==> src/nfid_pkg.sv <==
// Package for the next-fit identifier allocator.
// Holds map geometry, command and status codes, the map request struct
// and the lowest-free-bit search. No dependencies.
package nfid_pkg;

    localparam int NUM_IDS   = 4096;
    localparam int WORD_W    = 64;
    localparam int NUM_WORDS = NUM_IDS / WORD_W;
    localparam int SLOT_W    = $clog2(NUM_IDS);
    localparam int WADDR_W   = $clog2(NUM_WORDS);
    localparam int BIT_W     = $clog2(WORD_W);
    localparam int CNT_W     = $clog2(NUM_WORDS + 1) + 1;
    localparam int ID_W      = 16;
    localparam int STAT_W    = 3;
    localparam int CMD_W     = 2;

    localparam logic [ID_W-1:0] BASE_RESET = 16'd300;

    localparam logic [CMD_W-1:0] CMD_ALLOC   = 2'd0;
    localparam logic [CMD_W-1:0] CMD_RELEASE = 2'd1;
    localparam logic [CMD_W-1:0] CMD_CLEAR   = 2'd2;

    localparam logic [STAT_W-1:0] ST_ALLOCATED    = 3'd0;
    localparam logic [STAT_W-1:0] ST_RELEASED     = 3'd1;
    localparam logic [STAT_W-1:0] ST_CLEARED      = 3'd2;
    localparam logic [STAT_W-1:0] ST_NONE_FREE    = 3'd3;
    localparam logic [STAT_W-1:0] ST_NOT_IN_USE   = 3'd4;
    localparam logic [STAT_W-1:0] ST_OUT_OF_RANGE = 3'd5;

    typedef struct packed {
        logic               clr;
        logic               rd_en;
        logic [WADDR_W-1:0] rd_addr;
        logic               wr_en;
        logic [WADDR_W-1:0] wr_addr;
        logic [WORD_W-1:0]  wr_data;
    } t_map_req;

    function automatic logic [BIT_W-1:0] lowest_one(input logic [WORD_W-1:0] v);
        logic [BIT_W-1:0] idx;
        idx = '0;
        for (int i = WORD_W - 1; i >= 0; i--) begin
            if (v[i]) begin
                idx = BIT_W'(i);
            end
        end
        return idx;
    endfunction

endpackage

==> src/nfid_map.sv <==
// Used-bit map: word-wide synchronous memory with per-word valid bits.
// A word never written since the last clear reads as all free.
// Depends on nfid_pkg.
module nfid_map (
    input  logic                                    i_clk,
    input  logic                                    i_rst_n,
    input  nfid_pkg::t_map_req                      i_req,
    output logic [nfid_pkg::WORD_W-1:0]             o_rd_data
);

    logic [nfid_pkg::WORD_W-1:0]    r_mem [nfid_pkg::NUM_WORDS];
    logic [nfid_pkg::NUM_WORDS-1:0] r_valid;
    logic [nfid_pkg::WORD_W-1:0]    r_rd_word;
    logic                           r_rd_vld;

    always_ff @(posedge i_clk) begin
        if (i_req.wr_en) begin
            r_mem[i_req.wr_addr] <= i_req.wr_data;
        end
        if (i_req.rd_en) begin
            r_rd_word <= r_mem[i_req.rd_addr];
        end
    end

    always_ff @(posedge i_clk) begin
        if (!i_rst_n) begin
            r_valid  <= '0;
            r_rd_vld <= 1'b0;
        end else begin
            if (i_req.rd_en) begin
                r_rd_vld <= r_valid[i_req.rd_addr];
            end
            if (i_req.clr) begin
                r_valid <= '0;
            end else if (i_req.wr_en) begin
                r_valid[i_req.wr_addr] <= 1'b1;
            end
        end
    end

    assign o_rd_data = r_rd_vld ? r_rd_word : '0;

endmodule

==> src/nfid_ctrl.sv <==
// Command sequencer: next-fit word scan, release read-modify-write,
// clear, and the output word register. Depends on nfid_pkg.
module nfid_ctrl (
    input  logic                              i_clk,
    input  logic                              i_rst_n,
    input  logic                              i_s_axis_tvalid,
    output logic                              o_s_axis_tready,
    input  logic [nfid_pkg::ID_W-1:0]         i_rel_id,
    input  logic [nfid_pkg::CMD_W-1:0]        i_cmd,
    input  logic                              i_cfg_we,
    input  logic [nfid_pkg::ID_W-1:0]         i_cfg_wdata,
    output nfid_pkg::t_map_req                o_map_req,
    input  logic [nfid_pkg::WORD_W-1:0]       i_rd_data,
    output logic                              o_m_axis_tvalid,
    input  logic                              i_m_axis_tready,
    output logic [nfid_pkg::ID_W-1:0]         o_granted_id,
    output logic [nfid_pkg::STAT_W-1:0]       o_status
);

    localparam logic [2:0] S_IDLE = 3'd0;
    localparam logic [2:0] S_SCAN = 3'd1;
    localparam logic [2:0] S_RD   = 3'd2;
    localparam logic [2:0] S_RCHK = 3'd3;
    localparam logic [2:0] S_WR   = 3'd4;
    localparam logic [2:0] S_OUT  = 3'd5;

    logic [2:0]                          r_state;
    logic [nfid_pkg::CMD_W-1:0]          r_cmd;
    logic [nfid_pkg::ID_W-1:0]           r_base;
    logic [nfid_pkg::SLOT_W-1:0]         r_last;
    logic [nfid_pkg::SLOT_W-1:0]         r_slot;
    logic [nfid_pkg::BIT_W-1:0]          r_start_bit;
    logic [nfid_pkg::WADDR_W-1:0]        r_rd_addr;
    logic [nfid_pkg::WADDR_W-1:0]        r_ex_addr;
    logic [nfid_pkg::CNT_W-1:0]          r_rd_cnt;
    logic [nfid_pkg::CNT_W-1:0]          r_ex_cnt;
    logic                                r_pend;
    logic [nfid_pkg::WORD_W-1:0]         r_wdata;
    logic [nfid_pkg::ID_W-1:0]           r_res_id;
    logic [nfid_pkg::STAT_W-1:0]         r_res_status;
    logic                                r_o_valid;
    logic [nfid_pkg::ID_W-1:0]           r_o_id;
    logic [nfid_pkg::STAT_W-1:0]         r_o_status;

    logic                                accept;
    logic [nfid_pkg::SLOT_W-1:0]         n_start;
    logic [nfid_pkg::ID_W-1:0]           rel_off;
    logic [nfid_pkg::WORD_W-1:0]         scan_mask;
    logic [nfid_pkg::WORD_W-1:0]         free_bits;
    logic [nfid_pkg::BIT_W-1:0]          free_idx;
    logic [nfid_pkg::WORD_W-1:0]         slot_bit;

    assign o_s_axis_tready = (r_state == S_IDLE);
    assign accept          = i_s_axis_tvalid && o_s_axis_tready;
    assign n_start         = r_last + nfid_pkg::SLOT_W'(1);
    assign rel_off         = i_rel_id - r_base;

    // first word: bits from the start bit up; last (wrapped) word: bits below it
    always_comb begin
        if (r_ex_cnt == '0) begin
            scan_mask = {nfid_pkg::WORD_W{1'b1}} << r_start_bit;
        end else if (r_ex_cnt == nfid_pkg::CNT_W'(nfid_pkg::NUM_WORDS)) begin
            scan_mask = ~({nfid_pkg::WORD_W{1'b1}} << r_start_bit);
        end else begin
            scan_mask = '1;
        end
    end

    assign free_bits = ~i_rd_data & scan_mask;
    assign free_idx  = nfid_pkg::lowest_one(free_bits);
    assign slot_bit  = nfid_pkg::WORD_W'(1) << r_slot[nfid_pkg::BIT_W-1:0];

    always_comb begin
        o_map_req         = '0;
        o_map_req.clr     = accept && (i_cmd == nfid_pkg::CMD_CLEAR);
        o_map_req.wr_en   = (r_state == S_WR);
        o_map_req.wr_addr = r_slot[nfid_pkg::SLOT_W-1:nfid_pkg::BIT_W];
        o_map_req.wr_data = r_wdata;
        if (r_state == S_SCAN) begin
            o_map_req.rd_en   = (r_rd_cnt <= nfid_pkg::CNT_W'(nfid_pkg::NUM_WORDS));
            o_map_req.rd_addr = r_rd_addr;
        end else if (r_state == S_RD) begin
            o_map_req.rd_en   = 1'b1;
            o_map_req.rd_addr = r_slot[nfid_pkg::SLOT_W-1:nfid_pkg::BIT_W];
        end
    end

    always_ff @(posedge i_clk) begin
        if (!i_rst_n) begin
            r_state   <= S_IDLE;
            r_base    <= nfid_pkg::BASE_RESET;
            r_last    <= nfid_pkg::SLOT_W'(nfid_pkg::NUM_IDS - 1);
            r_pend    <= 1'b0;
            r_o_valid <= 1'b0;
        end else begin
            r_pend <= o_map_req.rd_en;
            if (i_cfg_we) begin
                r_base <= i_cfg_wdata;
            end
            if (r_o_valid && i_m_axis_tready) begin
                r_o_valid <= 1'b0;
            end
            case (r_state)
                S_IDLE: begin
                    if (accept) begin
                        r_cmd    <= i_cmd;
                        r_res_id <= '0;
                        case (i_cmd)
                            nfid_pkg::CMD_ALLOC: begin
                                r_start_bit <= n_start[nfid_pkg::BIT_W-1:0];
                                r_rd_addr   <= n_start[nfid_pkg::SLOT_W-1:nfid_pkg::BIT_W];
                                r_ex_addr   <= n_start[nfid_pkg::SLOT_W-1:nfid_pkg::BIT_W];
                                r_rd_cnt    <= '0;
                                r_ex_cnt    <= '0;
                                r_state     <= S_SCAN;
                            end
                            nfid_pkg::CMD_RELEASE: begin
                                if (rel_off[nfid_pkg::ID_W-1:nfid_pkg::SLOT_W] != '0) begin
                                    r_res_status <= nfid_pkg::ST_OUT_OF_RANGE;
                                    r_state      <= S_OUT;
                                end else begin
                                    r_slot  <= rel_off[nfid_pkg::SLOT_W-1:0];
                                    r_state <= S_RD;
                                end
                            end
                            nfid_pkg::CMD_CLEAR: begin
                                r_last       <= nfid_pkg::SLOT_W'(nfid_pkg::NUM_IDS - 1);
                                r_res_status <= nfid_pkg::ST_CLEARED;
                                r_state      <= S_OUT;
                            end
                            default: begin
                                r_res_status <= nfid_pkg::ST_OUT_OF_RANGE;
                                r_state      <= S_OUT;
                            end
                        endcase
                    end
                end
                S_SCAN: begin
                    if (o_map_req.rd_en) begin
                        r_rd_cnt  <= r_rd_cnt + nfid_pkg::CNT_W'(1);
                        r_rd_addr <= r_rd_addr + nfid_pkg::WADDR_W'(1);
                    end
                    if (r_pend) begin
                        r_ex_cnt  <= r_ex_cnt + nfid_pkg::CNT_W'(1);
                        r_ex_addr <= r_ex_addr + nfid_pkg::WADDR_W'(1);
                        if (free_bits != '0) begin
                            r_slot  <= {r_ex_addr, free_idx};
                            r_wdata <= i_rd_data | (nfid_pkg::WORD_W'(1) << free_idx);
                            r_state <= S_WR;
                        end else if (r_ex_cnt == nfid_pkg::CNT_W'(nfid_pkg::NUM_WORDS)) begin
                            r_res_status <= nfid_pkg::ST_NONE_FREE;
                            r_state      <= S_OUT;
                        end
                    end
                end
                S_RD: begin
                    r_state <= S_RCHK;
                end
                S_RCHK: begin
                    if ((i_rd_data & slot_bit) != '0) begin
                        r_wdata      <= i_rd_data & ~slot_bit;
                        r_res_status <= nfid_pkg::ST_RELEASED;
                        r_state      <= S_WR;
                    end else begin
                        r_res_status <= nfid_pkg::ST_NOT_IN_USE;
                        r_state      <= S_OUT;
                    end
                end
                S_WR: begin
                    if (r_cmd == nfid_pkg::CMD_ALLOC) begin
                        r_last       <= r_slot;
                        r_res_id     <= r_base + nfid_pkg::ID_W'(r_slot);
                        r_res_status <= nfid_pkg::ST_ALLOCATED;
                    end
                    r_state <= S_OUT;
                end
                S_OUT: begin
                    if (!r_o_valid || i_m_axis_tready) begin
                        r_o_valid  <= 1'b1;
                        r_o_id     <= r_res_id;
                        r_o_status <= r_res_status;
                        r_state    <= S_IDLE;
                    end
                end
                default: begin
                    r_state <= S_IDLE;
                end
            endcase
        end
    end

    assign o_m_axis_tvalid = r_o_valid;
    assign o_granted_id    = r_o_id;
    assign o_status        = r_o_status;

endmodule

==> src/next_fit_id_allocator_unit.sv <==
// Next-fit identifier allocator, top level.
// Channels: slave stream takes a command word (tuser = cmd, tdata = release id),
// master stream returns one result word per command (tuser = status,
// tdata = granted id). A write of i_cfg_wdata with i_cfg_we sets base_id.
// One command is in flight at a time; tready is high only while idle.
// Clear, an unused command and an out-of-range release go straight to the
// result register; release reads and checks its map word, writing it back
// when the id is in use; allocate runs a scan that reads one 64-bit map word
// per cycle, up to 65 words when the search wraps back into its starting word.
// The result sits in an output register; a new command is taken while it
// waits. If the receiver stalls, the next result is held until the output
// register empties.
// Reset: base_id 300, every identifier free, next search starts at slot 0;
// the map words are marked free through flip-flop valid bits, so no
// clearing pass is needed and the block is ready in the cycle after reset.
// Depends on nfid_pkg, nfid_map, nfid_ctrl.
module next_fit_id_allocator_unit (
    input  logic        i_clk,
    input  logic        i_rst_n,
    input  logic        i_s_axis_tvalid,
    output logic        o_s_axis_tready,
    input  logic [15:0] i_s_axis_tdata,   // [15:0] release_id
    input  logic [1:0]  i_s_axis_tuser,   // [1:0] cmd
    output logic        o_m_axis_tvalid,
    input  logic        i_m_axis_tready,
    output logic [15:0] o_m_axis_tdata,   // [15:0] granted_id
    output logic [2:0]  o_m_axis_tuser,   // [2:0] status
    input  logic        i_cfg_we,
    input  logic [15:0] i_cfg_wdata       // base_id
);

    nfid_pkg::t_map_req              map_req;
    logic [nfid_pkg::WORD_W-1:0]     map_rd_data;

    nfid_map u_map (
        .i_clk     (i_clk),
        .i_rst_n   (i_rst_n),
        .i_req     (map_req),
        .o_rd_data (map_rd_data)
    );

    nfid_ctrl u_ctrl (
        .i_clk           (i_clk),
        .i_rst_n         (i_rst_n),
        .i_s_axis_tvalid (i_s_axis_tvalid),
        .o_s_axis_tready (o_s_axis_tready),
        .i_rel_id        (i_s_axis_tdata),
        .i_cmd           (i_s_axis_tuser),
        .i_cfg_we        (i_cfg_we),
        .i_cfg_wdata     (i_cfg_wdata),
        .o_map_req       (map_req),
        .i_rd_data       (map_rd_data),
        .o_m_axis_tvalid (o_m_axis_tvalid),
        .i_m_axis_tready (i_m_axis_tready),
        .o_granted_id    (o_m_axis_tdata),
        .o_status        (o_m_axis_tuser)
    );

endmodule

==> config.mk <==
export PLATFORM = sky130hd
export DESIGN_NAME = next_fit_id_allocator_unit
export DESIGN_NICKNAME = d
export VERILOG_FILES = /design/src/nfid_pkg.sv /design/src/nfid_map.sv /design/src/nfid_ctrl.sv /design/src/next_fit_id_allocator_unit.sv
export SDC_FILE = /design/constraint.sdc
export NUM_CORES = 2
export LEC_CHECK = 0
export BUFFER_PORTS_ARGS = -buffer_cell sky130_fd_sc_hd__buf_2
export CORE_ASPECT_RATIO = 1.1
export CORE_UTILIZATION = 35
export CTS_BUF_LIST = sky130_fd_sc_hd__clkbuf_8
export CTS_CLUSTER_SIZE = 14
export DETAILED_ROUTE_END_ITERATION = 8
export PLACE_DENSITY_LB_ADDON = 0.15
export SLEW_MARGIN = 20
export SYNTH_ARGS = -nofsm -noshare
export SYNTH_HDL_FRONTEND = slang
export SYNTH_HIERARCHICAL = 1
export SYNTH_SLANG_ARGS = --single-unit
==> constraint.sdc <==
create_clock -name i_clk -period 12.8 [get_ports i_clk]
set_input_delay 0.64 -clock i_clk [delete_from_list [all_inputs] [get_ports i_clk]]
set_output_delay 0.64 -clock i_clk [all_outputs]
set_load 0.005 [all_outputs]
# After elaboration in Yosys (flattened, before gate mapping)

Memory sizes are Yosys's and may differ from the RTL's. A register that Yosys moved wholly into a read port is not among the register bits.
Cells that the tools add are included.

Word-level logic and storage cells: 221
Register bits: 248
Output and inout bits: 21
RAM bits: 4096
Input port bits: 39
Memories: 1

Add/subtract/negate cells: 7
Muxes and demuxes: 125
Bitwise gates (word level): 9
Equal/unequal tests: 24
Shift-type cells: 3
Order comparisons: 4
Reductions and logical operators: 29

Memories:

| name        | words | bits a word | rd ports | clocked after memory_dff | wr ports | RTL line       | text |
|---|---|---|---|---|---|---|---|
| u_map.r_mem | 64    | 64          | 1        | 1                        | 1        | nfid_map.sv:11 | `logic [nfid_pkg::WORD_W-1:0] r_mem [nfid_pkg::NUM_WORDS];` |

Operator list:

| cell                    | number |
|---|---|
| $mux W6                 | 68 |
| $mux W64                | 6 |
| $and A64 B64 Y64        | 3 |
| $not A64 Y64            | 3 |
| $or A64 B64 Y64         | 2 |
| $pmux W64 S2            | 1 |
| $reduce_bool A64 Y1     | 2 |
| $shl A1 B6 Y64 const A  | 2 |
| $mux W12                | 8 |
| $shl A64 B6 Y64 const A | 1 |
| $pmux W12 S2            | 2 |
| $mux W3                 | 13 |
| $mux W16                | 2 |
| $mux W8                 | 4 |
| $pmux W16 S2            | 1 |
| $pmux W8 S2             | 2 |
| $pmux W6 S2             | 2 |
| $ne A2 B2 Y1 const B    | 10 |
| $pmux W3 S6             | 1 |
| $add A16 B12 Y16        | 1 |
| $add A8 B1 Y8 const B   | 2 |
| $reduce_and A4 Y1       | 4 |
| $sub A16 B16 Y16        | 1 |
| $reduce_and A5 Y1       | 3 |
| other kinds (33)        | 57 |

# Logic depth before layout (Yosys ltp)

Word-level depth: 74
Depth in mapped cells: 18
Depth with buffers taken out: 13

# By module

Netlist, hierarchy kept.

Modules (own cells, without submodules):

| module    | area an instance (um^2) | cells each | times used | sequential area each (um^2) |
|---|---|---|---|---|
| nfid_map  | 159679.4                | 6170       | 1          | 126221.1 |
| nfid_ctrl | 14239.9                 | 1673       | 1          | 5165.0 |

# Worst setup path after synthesis

OpenSTA, ideal clock, no wires.

Path type: register to register
Start point: register u_ctrl.r_state[1]
End point: memory u_map/r_mem[32][0] (netlist name) (enable)
Clock period less this slack: 7.121 ns
Stages on the path, launching flop included: 10
Library setup time: 0.567 ns
Data arrival time: 6.554 ns
Path buffers: 3
Setup slack: 5.679 ns
Cells stage by stage: dfxtp_1 -> clkbuf_1 -> nor2_1 -> nand2_1 -> clkbuf_1 -> buf_1 -> inv_1 -> nor2b_1 -> or3b_2 -> nor3_1

RTL lines:

| what                   | RTL line         | text |
|---|---|---|
| from (decl)            | nfid_ctrl.sv:27  | `logic [2:0] r_state;` |
| from (signal assigned) | nfid_ctrl.sv:90  | `r_state <= S_IDLE;` |
| from (signal assigned) | nfid_ctrl.sv:115 | `r_state <= S_SCAN;` |
| from (signal assigned) | nfid_ctrl.sv:120 | `r_state <= S_OUT;` |
| to (decl)              | nfid_map.sv:11   |  |

==> impl_metrics.env <==
export IMPL_cts_buffers_inserted=708
export IMPL_path_max_fanout=80
export IMPL_clock_root_buffer="clkbuf_8"
export IMPL_first_pass_iters=7
export IMPL_holdPathEnd="u_ctrl/r_slot[6]$_DFFE_PP_"
export IMPL_path_clk_slew_ns=0.07
export IMPL_p_per_area_nw_per_um2=151
export IMPL_yosysWarnings=6
export IMPL_endpoint_kind="register"
export IMPL_clkPwrFrac_pct=37.9
export IMPL_first_iter_violations=10600
export IMPL_finalSetupViolCount=0
export IMPL_p_sw_w=0.00728
export IMPL_vdd_drop_max_uv=105
export IMPL_reg2reg_to="u_map/r_rd_word[21]$_DFFE_PP_"
export IMPL_cts_setup_buffers=0
export IMPL_wire_per_inst_um=37.0
export IMPL_area_growth_pct=13.5
export IMPL_async_flop_share_pct=0
export IMPL_swShare_pct=24.4
export IMPL_cts_max_path_buffers=4
export IMPL_drc=0
export IMPL_hold_viol=0
export IMPL_synth_area_um2=174000
export IMPL_synth_cells=7843
export IMPL_port_buffer_count=59
export IMPL_netlist_top_cell_by_area="edfxtp_1"
export IMPL_p_comb_share_pct=9.0
export IMPL_startpoint_type="register"
export IMPL_ys_flop_type="edfxtp_1"
export IMPL_antenna_found_initial=36
export IMPL_grt_overflow=0
export IMPL_crit_family="buffers and inverters"
export IMPL_final_setup_tns_ns=0
export IMPL_io_pins=60
export IMPL_finClkSkew_ns=0.0789
export IMPL_min_path_type="primary input to register"
export IMPL_synth_top_area_share_pct=74.4
export IMPL_grt_use_total_pct=22.9
export IMPL_path_class="register to register"
export IMPL_seq_power_share_pct=53.2
export IMPL_p_leak_nw=57.9
export IMPL_p_int_w=0.0225
export IMPL_hp_start="i_s_axis_tdata[6]"
export IMPL_slowest_stage="buf_4"
export IMPL_synth_area_leaders="edfxtp_1 74%, mux4_2 18%, dfxtp_1 1.1%, clkbuf_1 0.58%, o21ai_0 0.52%"
export IMPL_synth_seq_cells=4408
export IMPL_r2r_slack_ns=6.53
export IMPL_cts_tree="done"
export IMPL_worst_pin_slew_ns=1.25
export IMPL_fp_dieW_um=674
export IMPL_final_common_cell="edfxtp_1"
export IMPL_wl_mm=580
export IMPL_rows=271
export IMPL_numClockSinks=4408
export IMPL_final_nets=8626
export IMPL_grt_pass1_wl_mm=785
export IMPL_relSlewSlack_pct=15.9
export IMPL_start_util_pct=35.1
export IMPL_cap_violations=0
export IMPL_ctsHtreeMaxLevel=6
export IMPL_ys_seq_area_share_pct=75.5
export IMPL_cts_resized=0
export IMPL_fmax_mhz=159
export IMPL_grt_max_degree=146
export IMPL_gp_congestion=0.950
export IMPL_dp_hpwl_mm=308
export IMPL_core_area_um2=495000
export IMPL_status="finished, final reports clean"
export IMPL_drive_gt1_share_pct=29.8
export IMPL_viasPerCell=5.75
export IMPL_worstRegToRegCells=10
export IMPL_crit_arrival_ns=7.31
export IMPL_max_stage_delay_ns=0.84
export IMPL_timing_critical_path_buf_inv=4
export IMPL_maxSlewViolCount=0
export IMPL_synth_edf_count=4310
export IMPL_route_antenna_remaining_nets=0
export IMPL_syn_nets=7918
export IMPL_num_vias=90100
export IMPL_avgSynthCellArea_um2=22.2
export IMPL_crit_required_ns=13.84
export IMPL_die_area_um2=500000
export IMPL_final_cell_mix="4310 x edfxtp_1, 1356 x mux4_2, 719 x clkbuf_8, 314 x inv_1, 294 x buf_4"
export IMPL_rsz0062_at_grt="false"
export IMPL_grt_pass1_vias=91300
export IMPL_synth_cell_types=96
export IMPL_crit_path_cell_trace="inv_1 -> nor2_1 -> a22oi_1 -> nor2_4 -> buf_12 -> buf_4 -> buf_4 -> mux4_2 -> mux4_2 -> mux4_2"
export IMPL_finalCritPeriodShare_pct=49.0
export IMPL_die_h_um=741
export IMPL_holdPathStages=4
export IMPL_clock_latency_ns=1.33
export IMPL_fin_util_pct=39.9
export IMPL_r2r_start="u_ctrl/r_state[0]$_SDFFE_PN0P_"
export IMPL_crit_top_cell="mux4_2"
export IMPL_min_period_ns=6.27
## cells in the mapped netlist (all sizes together), types with 22 or more instances
| master | n |
|---|---|
| nor2b | 34 |
| edfxtp | 4310 |
| mux2i | 24 |
| o21ai | 194 |
| nand2 | 134 |
| nor2 | 200 |
| ha | 34 |
| clkbuf | 268 |
| and2 | 80 |
| a211oi | 25 |
| inv | 61 |
| nor3 | 62 |
| xnor2 | 44 |
| nand2b | 23 |
| o21a | 81 |
| a22oi | 30 |
| buf | 183 |
| or3 | 28 |
| a21oi | 120 |
| dfxtp | 98 |
| nand3 | 66 |
| mux4 | 1356 |
| o31ai | 32 |
| a31oi | 22 |
## flip-flops by register name, summed over array words and instances, names as in the netlist, 8 cells and up
register and flops:
u_ctrl/r_last 12, u_ctrl/r_res_id 16, u_map/r_mem 4096, u_ctrl/r_wdata 64
u_map/r_valid 64, u_ctrl/r_ex_cnt 8, u_ctrl/r_rd_cnt 8, u_map/r_rd_word 64
u_ctrl/o_granted_id 16, u_ctrl/r_slot 12, u_ctrl/r_base 16
## kinds of logic (layout without fill, tap and decap cells)
group / after synthesis / count (layout) / synth area share (%)
DFF: 4408 / 4408 / 75.5
muxes: 1381 / 1381 / 17.7
and+or+nand+nor: 742 / 742 / 2.18
AOI/OAI and AO/OA: 698 / 698 / 2.72
buffers and inverters: 512 / 1771 / 1.25
xor gates and xnor gates: 65 / 65 / 0.327
adders and majority gates: 37 / 37 / 0.273
other: 0 / 10 / 0
## how the worst max path moves through the flow
stage / slack, ns / from / end / depth (start not counted)
floorplan: 5.68 / u_ctrl/r_state[1]$_SDFFE_PN0P_ / u_map/r_mem[32][0]$_DFFE_PP_ / 9
global placement: 6.47 / u_ctrl/r_state[0]$_SDFFE_PN0P_ / u_map/r_rd_word[60]$_DFFE_PP_ / 10
detailed placement: 6.45 / u_ctrl/r_state[1]$_SDFFE_PN0P_ / u_map/r_rd_word[21]$_DFFE_PP_ / 10
CTS: 6.44 / u_ctrl/r_state[1]$_SDFFE_PN0P_ / u_map/r_rd_word[21]$_DFFE_PP_ / 10
global route: 6.02 / u_ctrl/r_state[0]$_SDFFE_PN0P_ / u_map/r_rd_word[21]$_DFFE_PP_ / 10
finish: 6.53 / u_ctrl/r_state[0]$_SDFFE_PN0P_ / u_map/r_rd_word[21]$_DFFE_PP_ / 10
## worst min-delay path, delay by kind of cell
family	cells	cell delay, ns
xor+xnor	1	0.16
buf+inv	1	0.12
fa+ha+maj	1	0.22
compound gates	1	0.14
## per-stage QoR
step	std cells	cell area, um2	setup WS (ns)	hold slack, ns	total power, W
floorplan	7843	174000	5.68	0.400	0.0180
global placement	14300	184000	6.47	0.407	0.0188
detailed placement	14300	184000	6.45	0.407	0.0188
CTS	15700	197000	6.44	0.0359	0.0301
global route	15700	197000	6.02	0.119	0.0308
finish	15700	197000	6.53	0.159	0.0298
## layout make-up
type	count	area, um2
Clock buffer	719	9900
Clock inverter	542	2900
Multi-Input combinational cell	2923	40900
Timing Repair Buffer	449	3780
Fill cell	44000	298000
Tap cell	6552	8200
Antenna cell	10	25.0
Sequential cell	4408	131000
Inverter	61	229
## what timing repair did
item                                    CTS  global route
endpoints found under the setup margin    0             0
hold endpoints to repair                 72             0
hold buffers                             64             0
## power by group through the flow
| stage | registers, W | clock network (W) | logic (W) |
|---|---|---|---|
| 6_report | 0.0158 | 0.0113 | 0.00267 |
| 5_1_grt | 0.0158 | 0.0121 | 0.00281 |
| 4_1_cts | 0.0158 | 0.0116 | 0.00271 |
| 3_5_place_dp | 0.0161 | 0 | 0.00268 |
| 3_3_place_gp | 0.0161 | 0 | 0.00268 |
| 2_1_floorplan | 0.0161 | 0 | 0.00185 |
## layer usage
layer | vias up | routed length, um | GRT usage, % | part of all wire (%)
li1 | 35000 | - | - | -
met1 | 50400 | 239000 | 31.2 | 41
met2 | 3775 | 283000 | 37.9 | 49
met3 | 871 | 37900 | 3.55 | 6.5
met4 | 6 | 19400 | 7.08 | 3.3
met5 | - | 35 | 0 | 0.0060
Power figures use the tool's default switching activity.
